### config.mk
export PLATFORM = sky130hd
export DESIGN_NAME = line_editor_escape_filter
export DESIGN_NICKNAME = d
export VERILOG_FILES = /design/src/design/lef_pkg.sv /design/src/design/lef_front.sv /design/src/design/lef_queue.sv /design/src/design/lef_back.sv /design/src/design/line_editor_escape_filter.sv
export SDC_FILE = /design/constraint.sdc
export NUM_CORES = 1
export LEC_CHECK = 0
export BUFFER_PORTS_ARGS = -buffer_cell sky130_fd_sc_hd__buf_2
export CAP_MARGIN = 20
export CORE_ASPECT_RATIO = 1.5
export CORE_UTILIZATION = 40
export CTS_CLUSTER_SIZE = 14
export DETAILED_ROUTE_END_ITERATION = 8
export RECOVER_POWER = 100
export REMOVE_ABC_BUFFERS = 1
export SETUP_SLACK_MARGIN = 0.15
export SLEW_MARGIN = 40
export SYNTH_ARGS = -nofsm -noshare
export SYNTH_HDL_FRONTEND = slang
export SYNTH_SLANG_ARGS = --single-unit
### constraint.sdc
create_clock -name clock -period 4.7 [get_ports clock]
set_clock_uncertainty 0.15 [all_clocks]
set_input_delay 0.235 -clock clock [delete_from_list [all_inputs] [get_ports clock]]
set_output_delay 0.235 -clock clock [all_outputs]
set_load 0.02 [all_outputs]
### src/design/lef_pkg.sv
// Shared types and constants for the line editor escape filter.
package lef_pkg;

   localparam int DEFAULT_LINE_CAPACITY = 63;
   localparam int QUEUE_DEPTH           = 4;

   localparam logic [7:0] KEY_BS    = 8'h08;
   localparam logic [7:0] KEY_EOT   = 8'h04;
   localparam logic [7:0] KEY_LF    = 8'h0A;
   localparam logic [7:0] KEY_CR    = 8'h0D;
   localparam logic [7:0] KEY_ESC   = 8'h1B;
   localparam logic [7:0] KEY_LBRK  = 8'h5B;
   localparam logic [7:0] KEY_DEL   = 8'h7F;
   localparam logic [7:0] KEY_SPACE = 8'h20;
   localparam logic [7:0] PRINT_LO  = 8'd32;
   localparam logic [7:0] PRINT_HI  = 8'd126;
   localparam logic [7:0] FINAL_LO  = 8'h40;
   localparam logic [7:0] FINAL_HI  = 8'h7E;

   typedef enum logic [1:0] {
      KIND_ECHO = 2'd0,
      KIND_LINE = 2'd1,
      KIND_END  = 2'd2,
      KIND_EOF  = 2'd3
   } kind_type;

   typedef enum logic [1:0] {
      OP_STORE = 2'd0,
      OP_ERASE = 2'd1,
      OP_EOF   = 2'd2,
      OP_FLUSH = 2'd3
   } op_type;

   typedef struct packed {
      op_type     op;
      logic [7:0] key;
   } cmd_type;

endpackage

### src/design/lef_front.sv
// Front end: escape-sequence tracking and key classification into commands.
module lef_front #(
   parameter int LINE_CAPACITY = lef_pkg::DEFAULT_LINE_CAPACITY
) (
   input  logic             clock,
   input  logic             reset,
   input  logic             req_tvalid,
   output logic             req_tready,
   input  logic [7:0]       req_tdata,   // [7:0] key_byte
   input  logic             q_full,
   output logic             q_push,
   output lef_pkg::cmd_type q_cmd
);
   import lef_pkg::*;

   localparam int FILL_W = $clog2(LINE_CAPACITY + 1);

   typedef enum logic [1:0] {
      PH_NORMAL,
      PH_ESC,
      PH_CSI
   } phase_type;

   phase_type          phase_ff, phase_in;
   logic [FILL_W-1:0]  fill_ff, fill_in;
   logic               accept;

   assign req_tready = !q_full;
   assign accept     = req_tvalid && req_tready;

   always_comb begin
      phase_in  = phase_ff;
      fill_in   = fill_ff;
      q_push    = 1'b0;
      q_cmd.op  = OP_STORE;
      q_cmd.key = req_tdata;
      if (accept) begin
         unique case (phase_ff)
            PH_ESC: begin
               phase_in = (req_tdata == KEY_LBRK) ? PH_CSI : PH_NORMAL;
            end
            PH_CSI: begin
               if (req_tdata >= FINAL_LO && req_tdata <= FINAL_HI) begin
                  phase_in = PH_NORMAL;
               end
            end
            default: begin
               if (req_tdata == KEY_ESC) begin
                  phase_in = PH_ESC;
               end else if (req_tdata == KEY_LF || req_tdata == KEY_CR) begin
                  q_push   = 1'b1;
                  q_cmd.op = OP_FLUSH;
                  fill_in  = '0;
               end else if (req_tdata == KEY_DEL || req_tdata == KEY_BS) begin
                  if (fill_ff != '0) begin
                     q_push   = 1'b1;
                     q_cmd.op = OP_ERASE;
                     fill_in  = fill_ff - 1'b1;
                  end
               end else if (req_tdata == KEY_EOT) begin
                  if (fill_ff == '0) begin
                     q_push   = 1'b1;
                     q_cmd.op = OP_EOF;
                  end
               end else if (req_tdata >= PRINT_LO && req_tdata <= PRINT_HI) begin
                  if (fill_ff < FILL_W'(LINE_CAPACITY)) begin
                     q_push   = 1'b1;
                     q_cmd.op = OP_STORE;
                     fill_in  = fill_ff + 1'b1;
                  end
               end
            end
         endcase
      end
   end

   always_ff @(posedge clock) begin
      if (reset) begin
         phase_ff <= PH_NORMAL;
         fill_ff  <= '0;
      end else begin
         phase_ff <= phase_in;
         fill_ff  <= fill_in;
      end
   end

   a_fill_bound: assert property (@(posedge clock) disable iff (reset)
      fill_ff <= FILL_W'(LINE_CAPACITY))
      else $error("front fill count beyond capacity");

   a_no_push_unless_accept: assert property (@(posedge clock) disable iff (reset)
      q_push |-> accept && phase_ff == PH_NORMAL)
      else $error("command pushed outside a normal-phase request");

endmodule

### src/design/lef_queue.sv
// Short command queue between the front end and the back end.
module lef_queue (
   input  logic             clock,
   input  logic             reset,
   input  logic             push,
   input  lef_pkg::cmd_type push_cmd,
   output logic             full,
   input  logic             pop,
   output logic             valid,
   output lef_pkg::cmd_type head_cmd
);
   import lef_pkg::*;

   localparam int PTR_W = $clog2(QUEUE_DEPTH);
   localparam int CNT_W = $clog2(QUEUE_DEPTH + 1);

   cmd_type           slot_ff [QUEUE_DEPTH];
   logic [PTR_W-1:0]  wr_ptr_ff, rd_ptr_ff;
   logic [CNT_W-1:0]  count_ff;
   logic              do_push, do_pop;

   assign full     = count_ff == CNT_W'(QUEUE_DEPTH);
   assign valid    = count_ff != '0;
   assign head_cmd = slot_ff[rd_ptr_ff];
   assign do_push  = push && !full;
   assign do_pop   = pop && valid;

   always_ff @(posedge clock) begin
      if (do_push) begin
         slot_ff[wr_ptr_ff] <= push_cmd;
      end
   end

   always_ff @(posedge clock) begin
      if (reset) begin
         wr_ptr_ff <= '0;
         rd_ptr_ff <= '0;
         count_ff  <= '0;
      end else begin
         if (do_push) begin
            wr_ptr_ff <= wr_ptr_ff + 1'b1;
         end
         if (do_pop) begin
            rd_ptr_ff <= rd_ptr_ff + 1'b1;
         end
         if (do_push && !do_pop) begin
            count_ff <= count_ff + 1'b1;
         end else if (do_pop && !do_push) begin
            count_ff <= count_ff - 1'b1;
         end
      end
   end

   a_no_overflow: assert property (@(posedge clock) disable iff (reset)
      !(push && full))
      else $error("push into a full queue");

   a_no_underflow: assert property (@(posedge clock) disable iff (reset)
      !(pop && !valid))
      else $error("pop from an empty queue");

endmodule

### src/design/lef_back.sv
// Back end: line store, command sequencer and result register.
module lef_back #(
   parameter int LINE_CAPACITY = lef_pkg::DEFAULT_LINE_CAPACITY
) (
   input  logic             clock,
   input  logic             reset,
   input  logic             q_valid,
   input  lef_pkg::cmd_type q_cmd,
   output logic             q_pop,
   output logic             rsp_tvalid,
   input  logic             rsp_tready,
   output logic [15:0]      rsp_tdata,   // [7:0] data_byte, [13:8] line_length, [15:14] 0
   output logic             rsp_tlast,
   output logic [1:0]       rsp_tuser    // [1:0] kind
);
   import lef_pkg::*;

   localparam int FILL_W = $clog2(LINE_CAPACITY + 1);
   localparam int IDX_W  = (LINE_CAPACITY > 1) ? $clog2(LINE_CAPACITY) : 1;

   typedef enum logic [2:0] {
      ST_IDLE,
      ST_ERASE_SP,
      ST_ERASE_BS,
      ST_FLUSH_RD,
      ST_FLUSH_OUT,
      ST_END
   } state_type;

   state_type          state_ff, state_in;
   logic [FILL_W-1:0]  fill_ff, fill_in;
   logic [FILL_W-1:0]  idx_ff, idx_in;
   logic               valid_ff, valid_in;
   logic               last_ff, last_in;
   kind_type           kind_ff, kind_in;
   logic [7:0]         data_ff, data_in;
   logic [5:0]         len_ff, len_in;
   logic               out_free;
   logic               wr_en;
   logic [7:0]         rd_data_ff;
   logic [7:0]         line_mem [LINE_CAPACITY];

   assign out_free   = !valid_ff || rsp_tready;
   assign rsp_tvalid = valid_ff;
   assign rsp_tlast  = last_ff;
   assign rsp_tuser  = kind_ff;
   assign rsp_tdata  = {2'b00, len_ff, data_ff};
   assign wr_en      = state_ff == ST_IDLE && q_valid && out_free && q_cmd.op == OP_STORE;

   always_ff @(posedge clock) begin
      if (wr_en) begin
         line_mem[fill_ff[IDX_W-1:0]] <= q_cmd.key;
      end
      rd_data_ff <= line_mem[idx_ff[IDX_W-1:0]];
   end

   always_comb begin
      state_in = state_ff;
      fill_in  = fill_ff;
      idx_in   = idx_ff;
      valid_in = valid_ff && !rsp_tready;
      last_in  = last_ff;
      kind_in  = kind_ff;
      data_in  = data_ff;
      len_in   = len_ff;
      q_pop    = 1'b0;
      unique case (state_ff)
         ST_IDLE: begin
            if (q_valid && out_free) begin
               q_pop = 1'b1;
               unique case (q_cmd.op)
                  OP_STORE: begin
                     valid_in = 1'b1;
                     kind_in  = KIND_ECHO;
                     data_in  = q_cmd.key;
                     len_in   = '0;
                     last_in  = 1'b1;
                     fill_in  = fill_ff + 1'b1;
                  end
                  OP_ERASE: begin
                     valid_in = 1'b1;
                     kind_in  = KIND_ECHO;
                     data_in  = KEY_BS;
                     len_in   = '0;
                     last_in  = 1'b0;
                     fill_in  = fill_ff - 1'b1;
                     state_in = ST_ERASE_SP;
                  end
                  OP_EOF: begin
                     valid_in = 1'b1;
                     kind_in  = KIND_EOF;
                     data_in  = '0;
                     len_in   = '0;
                     last_in  = 1'b1;
                  end
                  default: begin
                     idx_in = '0;
                     if (fill_ff == '0) begin
                        valid_in = 1'b1;
                        kind_in  = KIND_END;
                        data_in  = KEY_LF;
                        len_in   = '0;
                        last_in  = 1'b1;
                     end else begin
                        state_in = ST_FLUSH_RD;
                     end
                  end
               endcase
            end
         end
         ST_ERASE_SP: begin
            if (out_free) begin
               valid_in = 1'b1;
               data_in  = KEY_SPACE;
               state_in = ST_ERASE_BS;
            end
         end
         ST_ERASE_BS: begin
            if (out_free) begin
               valid_in = 1'b1;
               data_in  = KEY_BS;
               last_in  = 1'b1;
               state_in = ST_IDLE;
            end
         end
         ST_FLUSH_RD: begin
            state_in = ST_FLUSH_OUT;
         end
         ST_FLUSH_OUT: begin
            if (out_free) begin
               valid_in = 1'b1;
               kind_in  = KIND_LINE;
               data_in  = rd_data_ff;
               len_in   = '0;
               last_in  = 1'b0;
               idx_in   = idx_ff + 1'b1;
               state_in = (idx_ff + 1'b1 == fill_ff) ? ST_END : ST_FLUSH_RD;
            end
         end
         ST_END: begin
            if (out_free) begin
               valid_in = 1'b1;
               kind_in  = KIND_END;
               data_in  = KEY_LF;
               len_in   = 6'(fill_ff);
               last_in  = 1'b1;
               fill_in  = '0;
               state_in = ST_IDLE;
            end
         end
         default: begin
            state_in = ST_IDLE;
         end
      endcase
   end

   always_ff @(posedge clock) begin
      if (reset) begin
         state_ff <= ST_IDLE;
         fill_ff  <= '0;
         idx_ff   <= '0;
         valid_ff <= 1'b0;
      end else begin
         state_ff <= state_in;
         fill_ff  <= fill_in;
         idx_ff   <= idx_in;
         valid_ff <= valid_in;
      end
      last_ff <= last_in;
      kind_ff <= kind_in;
      data_ff <= data_in;
      len_ff  <= len_in;
   end

   a_fill_bound: assert property (@(posedge clock) disable iff (reset)
      fill_ff <= FILL_W'(LINE_CAPACITY))
      else $error("back fill count beyond capacity");

   a_erase_busy: assert property (@(posedge clock) disable iff (reset)
      (state_ff == ST_ERASE_SP || state_ff == ST_ERASE_BS) |-> valid_ff && !last_ff)
      else $error("erase sequence lost its pending echo");

   a_flush_index: assert property (@(posedge clock) disable iff (reset)
      (state_ff == ST_FLUSH_RD || state_ff == ST_FLUSH_OUT) |-> idx_ff < fill_ff)
      else $error("flush index beyond stored line");

   a_end_resets_fill: assert property (@(posedge clock) disable iff (reset)
      (valid_ff && rsp_tready && kind_ff == KIND_END) |-> fill_ff == '0)
      else $error("line end delivered with bytes still stored");

endmodule

### src/design/line_editor_escape_filter.sv
// Top level of the line editor escape filter: front end, queue, back end.
//
//  channel  | dir | payload
//  ---------+-----+-----------------------------------------------------
//  req_     | in  | tdata[7:0] key_byte
//  rsp_     | out | tdata[7:0] data_byte, [13:8] line_length; tuser kind;
//           |     | tlast on the final result of a request
//
// A request is taken whenever the four-entry command queue has room;
// escape bytes and bytes with no result never reach the queue.
// Single-result requests leave the result register one per cycle while rsp_
// is not stalled; an erase gives three results.
// A line flush reads the line store byte by byte: a registered memory read,
// then a result load for each byte, and after the last byte the line end.
// Synchronous reset clears phase, fill counts, queue and result valid; the line
// store is not cleared. A stall on rsp_ holds the back end; the front keeps
// taking requests until the queue fills.
module line_editor_escape_filter #(
   parameter int LINE_CAPACITY = lef_pkg::DEFAULT_LINE_CAPACITY
) (
   input  logic        clock,
   input  logic        reset,
   input  logic        req_tvalid,
   output logic        req_tready,
   input  logic [7:0]  req_tdata,   // [7:0] key_byte
   output logic        rsp_tvalid,
   input  logic        rsp_tready,
   output logic [15:0] rsp_tdata,   // [7:0] data_byte, [13:8] line_length, [15:14] 0
   output logic        rsp_tlast,
   output logic [1:0]  rsp_tuser    // [1:0] kind
);
   import lef_pkg::*;

   cmd_type push_cmd, head_cmd;
   logic    q_push, q_full, q_pop, q_valid;

   lef_front #(
      .LINE_CAPACITY (LINE_CAPACITY)
   ) u_front (
      .clock      (clock),
      .reset      (reset),
      .req_tvalid (req_tvalid),
      .req_tready (req_tready),
      .req_tdata  (req_tdata),
      .q_full     (q_full),
      .q_push     (q_push),
      .q_cmd      (push_cmd)
   );

   lef_queue u_queue (
      .clock    (clock),
      .reset    (reset),
      .push     (q_push),
      .push_cmd (push_cmd),
      .full     (q_full),
      .pop      (q_pop),
      .valid    (q_valid),
      .head_cmd (head_cmd)
   );

   lef_back #(
      .LINE_CAPACITY (LINE_CAPACITY)
   ) u_back (
      .clock      (clock),
      .reset      (reset),
      .q_valid    (q_valid),
      .q_cmd      (head_cmd),
      .q_pop      (q_pop),
      .rsp_tvalid (rsp_tvalid),
      .rsp_tready (rsp_tready),
      .rsp_tdata  (rsp_tdata),
      .rsp_tlast  (rsp_tlast),
      .rsp_tuser  (rsp_tuser)
   );

endmodule
======== Word-level counts from Yosys, hierarchy flattened ========
Memories as Yosys holds them, arrays and structs flattened. A register that Yosys moved wholly into a read port is not among the register bits.
Index checks and enable logic that the tools add are counted.
storage, ports and cells
  memories kept ........................... 2
  register bits after elaboration ......... 48
  bits in writable memories ............... 544
  logic and storage cells ................. 199
  bits of input ports ..................... 12
memory list
  memory           depth  bits a word  rd ports  clocked after Yosys merged registers in  write ports  RTL line         RTL
  u_back.line_mem  63     8            1         1                                        1            lef_back.sv:41   logic [7:0] line_mem [LINE_CAPACITY];
  u_queue.slot_ff  4      10           1         1                                        1            lef_queue.sv:17  cmd_type slot_ff [QUEUE_DEPTH];
cells by class
  equality and inequality tests ........... 35
  bitwise gates (word level) .............. 2
  multiplexer cells ....................... 84
  magnitude comparators ................... 4
  $add $sub $neg .......................... 9
  reduce and logical (&&, ||, !) cells .... 50
operators by type and width
  cell                                                   count
  two-way mux 6 bit                                      15
  two-way mux 8 bit                                      6
  one-hot mux 8 bit (5 select lines)                     1
  one-hot mux 6 bit (2 select lines)                     3
  two-way mux 2 bit                                      16
  two-way mux 1 bit                                      25
  == test 8 x 4 -> 1 bit, second input constant          3
  two-way mux 3 bit                                      8
  one-hot mux 8 bit (3 select lines)                     1
  adder 6 x 1 -> 6 bit, second input constant            3
  one-hot mux 6 bit (3 select lines)                     1
  nonzero test 3 bit                                     6
  == test 8 x 7 -> 1 bit, second input constant          2
  one-hot mux 3 bit (5 select lines)                     1
  AND reduction 5 bit                                    3
  AND reduction 7 bit                                    2
  logical AND 1 bit                                      12
  logical NOT 6 bit                                      2
  inequality test 2 x 1 -> 1 bit, second input constant  6
  subtractor 6 x 1 -> 6 bit, second input constant       2
  == test 3 bit, second input constant                   3
  inequality test 3 bit, second input constant           3
  == test 8 x 3 -> 1 bit, second input constant          1
  == test 8 x 5 -> 1 bit, second input constant          1
  36 further kinds                                       58

======== Depth between registers and ports, before layout ========
  depth in word-level cells ............... 14
  mapped depth ............................ 12

======== Cells and area by module ========
Synthesis repeated with hierarchy kept, for this count alone.
second synthesis, totals
  cells, all modules ...................... 1,456
  area, all modules ....................... 24,910.1 um^2
modules (own cells, without submodules)
  module     instances  seq. area each (um^2)  area each (um^2)  cells an instance
  lef_back   1          16,125.5               22,150.0          1,250
  lef_queue  1          1,381.3                1,910.6           100
  lef_front  1          160.2                  849.6             106

======== Worst setup path after synthesis ========
Ideal clock, no wire load.
  kind .................................... reg2reg
  start point ............................. register with a tool-made name
  end point ............................... register u_back.fill_ff[5]
  slack ................................... 1,332 ps
  period minus slack after synthesis ...... 3,368 ps
  arrival time ............................ 3,104 ps
  stages on the path, launching flop included .. 12
  buffers on the path ..................... 1
  cells stage by stage .................... dfxtp_1 -> buf_2 -> mux4_2 -> inv_1 -> ha_1 -> ha_1 -> a21o_1 -> a21oi_1 -> nor2_1 -> a311oi_1 -> mux2_2 -> a2111oi_0
RTL lines
  item                  RTL line         RTL
  to (signal assigned)  lef_back.sv:165  fill_ff <= fill_in;
  to (decl)             lef_back.sv:31   logic [FILL_W-1:0] fill_ff, fill_in;

==> results.sh <==
export IMPL_io_pins=33
export IMPL_criticalPathCategory="flop to flop"
export IMPL_post_drt_via_cell_ratio=5.57
export IMPL_grt_overflow_total=0
export IMPL_wl_per_cell_um=25.5
export IMPL_ir_drop_v=0.000403
export IMPL_end_kind="flop"
export IMPL_synth_edff_count=561
export IMPL_diodes=0
export IMPL_grt_pass1_vias=12400
export IMPL_core_area_mm2=0.0601
export IMPL_p_total_uw=13300
export IMPL_crit_required_ns=4.53
export IMPL_nFillCells=5129
export IMPL_routed_wl_um=55100
export IMPL_dieWidth_um=204
export IMPL_numClockSinks=602
export IMPL_layout_min_cycle_time_ns=3.97
export IMPL_die_area_mm2=0.0619
export IMPL_fin_crit_sh_pct=84.4
export IMPL_syn_area_mm2=0.0244
export IMPL_ys_seq_elements=602
export IMPL_clk_pin_slew_ns=0.06
export IMPL_synthArstFlopShare_pct=0
export IMPL_path_max_fanout=50
export IMPL_powerDensity_mw_per_mm2=490
export IMPL_antenna_found_initial=0
export IMPL_synth_top_area_cell="edfxtp_1"
export IMPL_crit_arrival_ns=3.80
export IMPL_seq_area_frac_synth_pct=72.5
export IMPL_violations="max-capacitance violations, max-slew violations"
export IMPL_vias=12100
export IMPL_setup_worst_path_start_class="flop"
export IMPL_cts_buffers=54
export IMPL_hold_violations=0
export IMPL_yosys_warnings=0
export IMPL_max_cap_violations=8
export IMPL_drive_gt1_share_pct=19.3
export IMPL_dieHeight_um=304
export IMPL_worstHoldPathType="input pin to flop"
export IMPL_tritoncts="done"
export IMPL_place_congestion=0.819
export IMPL_ys_flop_type="edfxtp_1"
export IMPL_synthTopCellsByCount="561 x edfxtp_1, 162 x mux4_2, 111 x nor2_1"
export IMPL_syn_area_per_cell_um2=19.1
export IMPL_rows=110
export IMPL_start_util_pct=40.5
export IMPL_grt_max_degree=65
export IMPL_slew_violations=380
export IMPL_dpl_hpwl_um=35200
export IMPL_drt_iter0_drc=1147
export IMPL_max_freq_ghz=0.252
export IMPL_finalSetupTns_ns=0
export IMPL_dr_pass1_iters=5
export IMPL_rsz0062_at_grt="false"
export IMPL_multi_input_area_mm2=0.00627
export IMPL_yosys_top_cells_area="edfxtp_1 69%, mux4_2 15%, dfxtp_1 3.4%"
export IMPL_antenna_violating_nets_post_route=0
export IMPL_grt_usage_pct=18.1
export IMPL_cts_max_level=2
export IMPL_cts_root_buf="clkbuf_16"
export IMPL_clk_path_buf_depth=3
export IMPL_synth_top_area_share_pct=69.1
export IMPL_clock_latency_ns=0.60
export IMPL_yosysMostFrequentCell="edfxtp_1"
export IMPL_fin_nets=1377
export IMPL_cts_resized=0
export IMPL_final_setup_viol_count=0
export IMPL_io_buffers=30
export IMPL_area_delta_synth_final_pct=11.2
export IMPL_status="finished with violations"
export IMPL_worst_pin_slew_ns=2.78
export IMPL_seq_area_mm2=0.0177
export IMPL_yosys_cell_types_count=67
export IMPL_postSynthCellCount=1278
export IMPL_grt_pass1_wl_um=82200
export IMPL_postCtsSetupBuffers=0
export IMPL_relSlewSlack_pct=-85.3
export IMPL_power_leakage_uw=0.00820
export IMPL_drc=0
-- power by group --
group | internal (uW) | total (uW) | switching [uW]
clock network | 2290 | 4190 | 1900
logic | 576 | 2220 | 1640
registers | 6700 | 6880 | 185
total | 9570 | 13300 | 3730
-- layout make-up --
| cell class | instances | area share [%] |
|---|---|---|
| Clock buffer | 73 | 5.40 |
| Inverter | 19 | 0.263 |
| Sequential cell | 602 | 65.2 |
| Multi-Input combinational cell | 586 | 23.1 |
| Clock inverter | 22 | 0.679 |
| Tap cell | 784 | 3.62 |
| Timing Repair Buffer | 78 | 1.67 |
-- through the flow --
step | instance area [um2] | util, % | hold WS [ns] | worst slack (ns) | cells
after floorplan | 24000 | - | 0.154 | -2.53 | 1207
after global placement | 25500 | 42.5 | 0.338 | 0.975 | 2060
after detailed placement | 25500 | 42.5 | 0.360 | 0.892 | 2060
after CTS | 27300 | 45.4 | 0.0393 | 0.844 | 2164
after global routing | 27100 | 45.1 | 0.0639 | 0.406 | 2164
final | 27100 | 45.1 | 0.0451 | 0.731 | 2164
-- layer usage --
metal  share of wire [%]  global-route usage [%]  vias to the layer above
met5                   0                       0                        -
met4                 3.6                    6.54                        0
met1                  39                    23.1                     6320
met2                  53                    31.6                      356
li1                    -                       -                     5281
met3                 4.5                    2.41                       97
-- final timing paths --
| kind | startpoint | endpoint | slack (ns) | depth (start not counted) |
|---|---|---|---|---|
| worst max register to register | flop | u_back.line_mem[41][4] | 0.73 | 2 |
| worst min-delay path | reset | u_queue.rd_ptr_ff[0] | 0.05 | 2 |
| worst max-delay path | flop | u_back.line_mem[41][4] | 0.73 | 2 |
| worst min register to register | u_front.fill_ff[4] | u_front.fill_ff[4] | 0.36 | 2 |
-- cell usage in the layout (no fill, tap or decap), types with 11 or more instances in the layout --
master	netlist	final
clkbuf_16	0	55
nor2_1	111	111
nor2b_1	13	13
mux4_2	162	162
inv_1	19	19
edfxtp_1	561	561
nand3_1	21	21
o21ai_0	22	22
a211oi_1	11	11
ha_1	21	21
mux2i_1	18	18
dfxtp_1	41	38
a21oi_1	41	41
nor3_1	13	14
nand2_1	32	32
xnor2_1	13	13
clkbuf_1	42	66
-- critical path: stages, from the launching register on --
cell and delay (ns):
dfxtp_1 0.63, mux4_2 0.52, clkbuf_1 1.99
-- state kept, by name, summed over array words and instances (netlist names), 3 cells and up, named ones only --
signal / flops
u_queue.count_ff: 3
u_back.idx_ff: 6
u_front.fill_ff: 6
u_back.rd_data_ff: 8
u_back.state_ff: 3
u_back.fill_ff: 6
u_back.data_ff: 8
u_back.line_mem: 504
u_queue.slot_ff: 40
u_back.len_ff: 6
-- what timing repair did --
action	in CTS	in global routing
setup endpoints to repair	0	0
hold endpoints to repair	35	0
hold buffers	9	0
-- cell families after synthesis --
family          share of synthesized area [%]
simple gates                             4.83
flops                                    72.5
xor+xnor                                0.811
fa+ha+maj                                1.32
mux                                      15.8
compound gates                           3.11
other cells                            0.0154
buf+inv                                  1.67
Power figures use the tool's default switching activity.
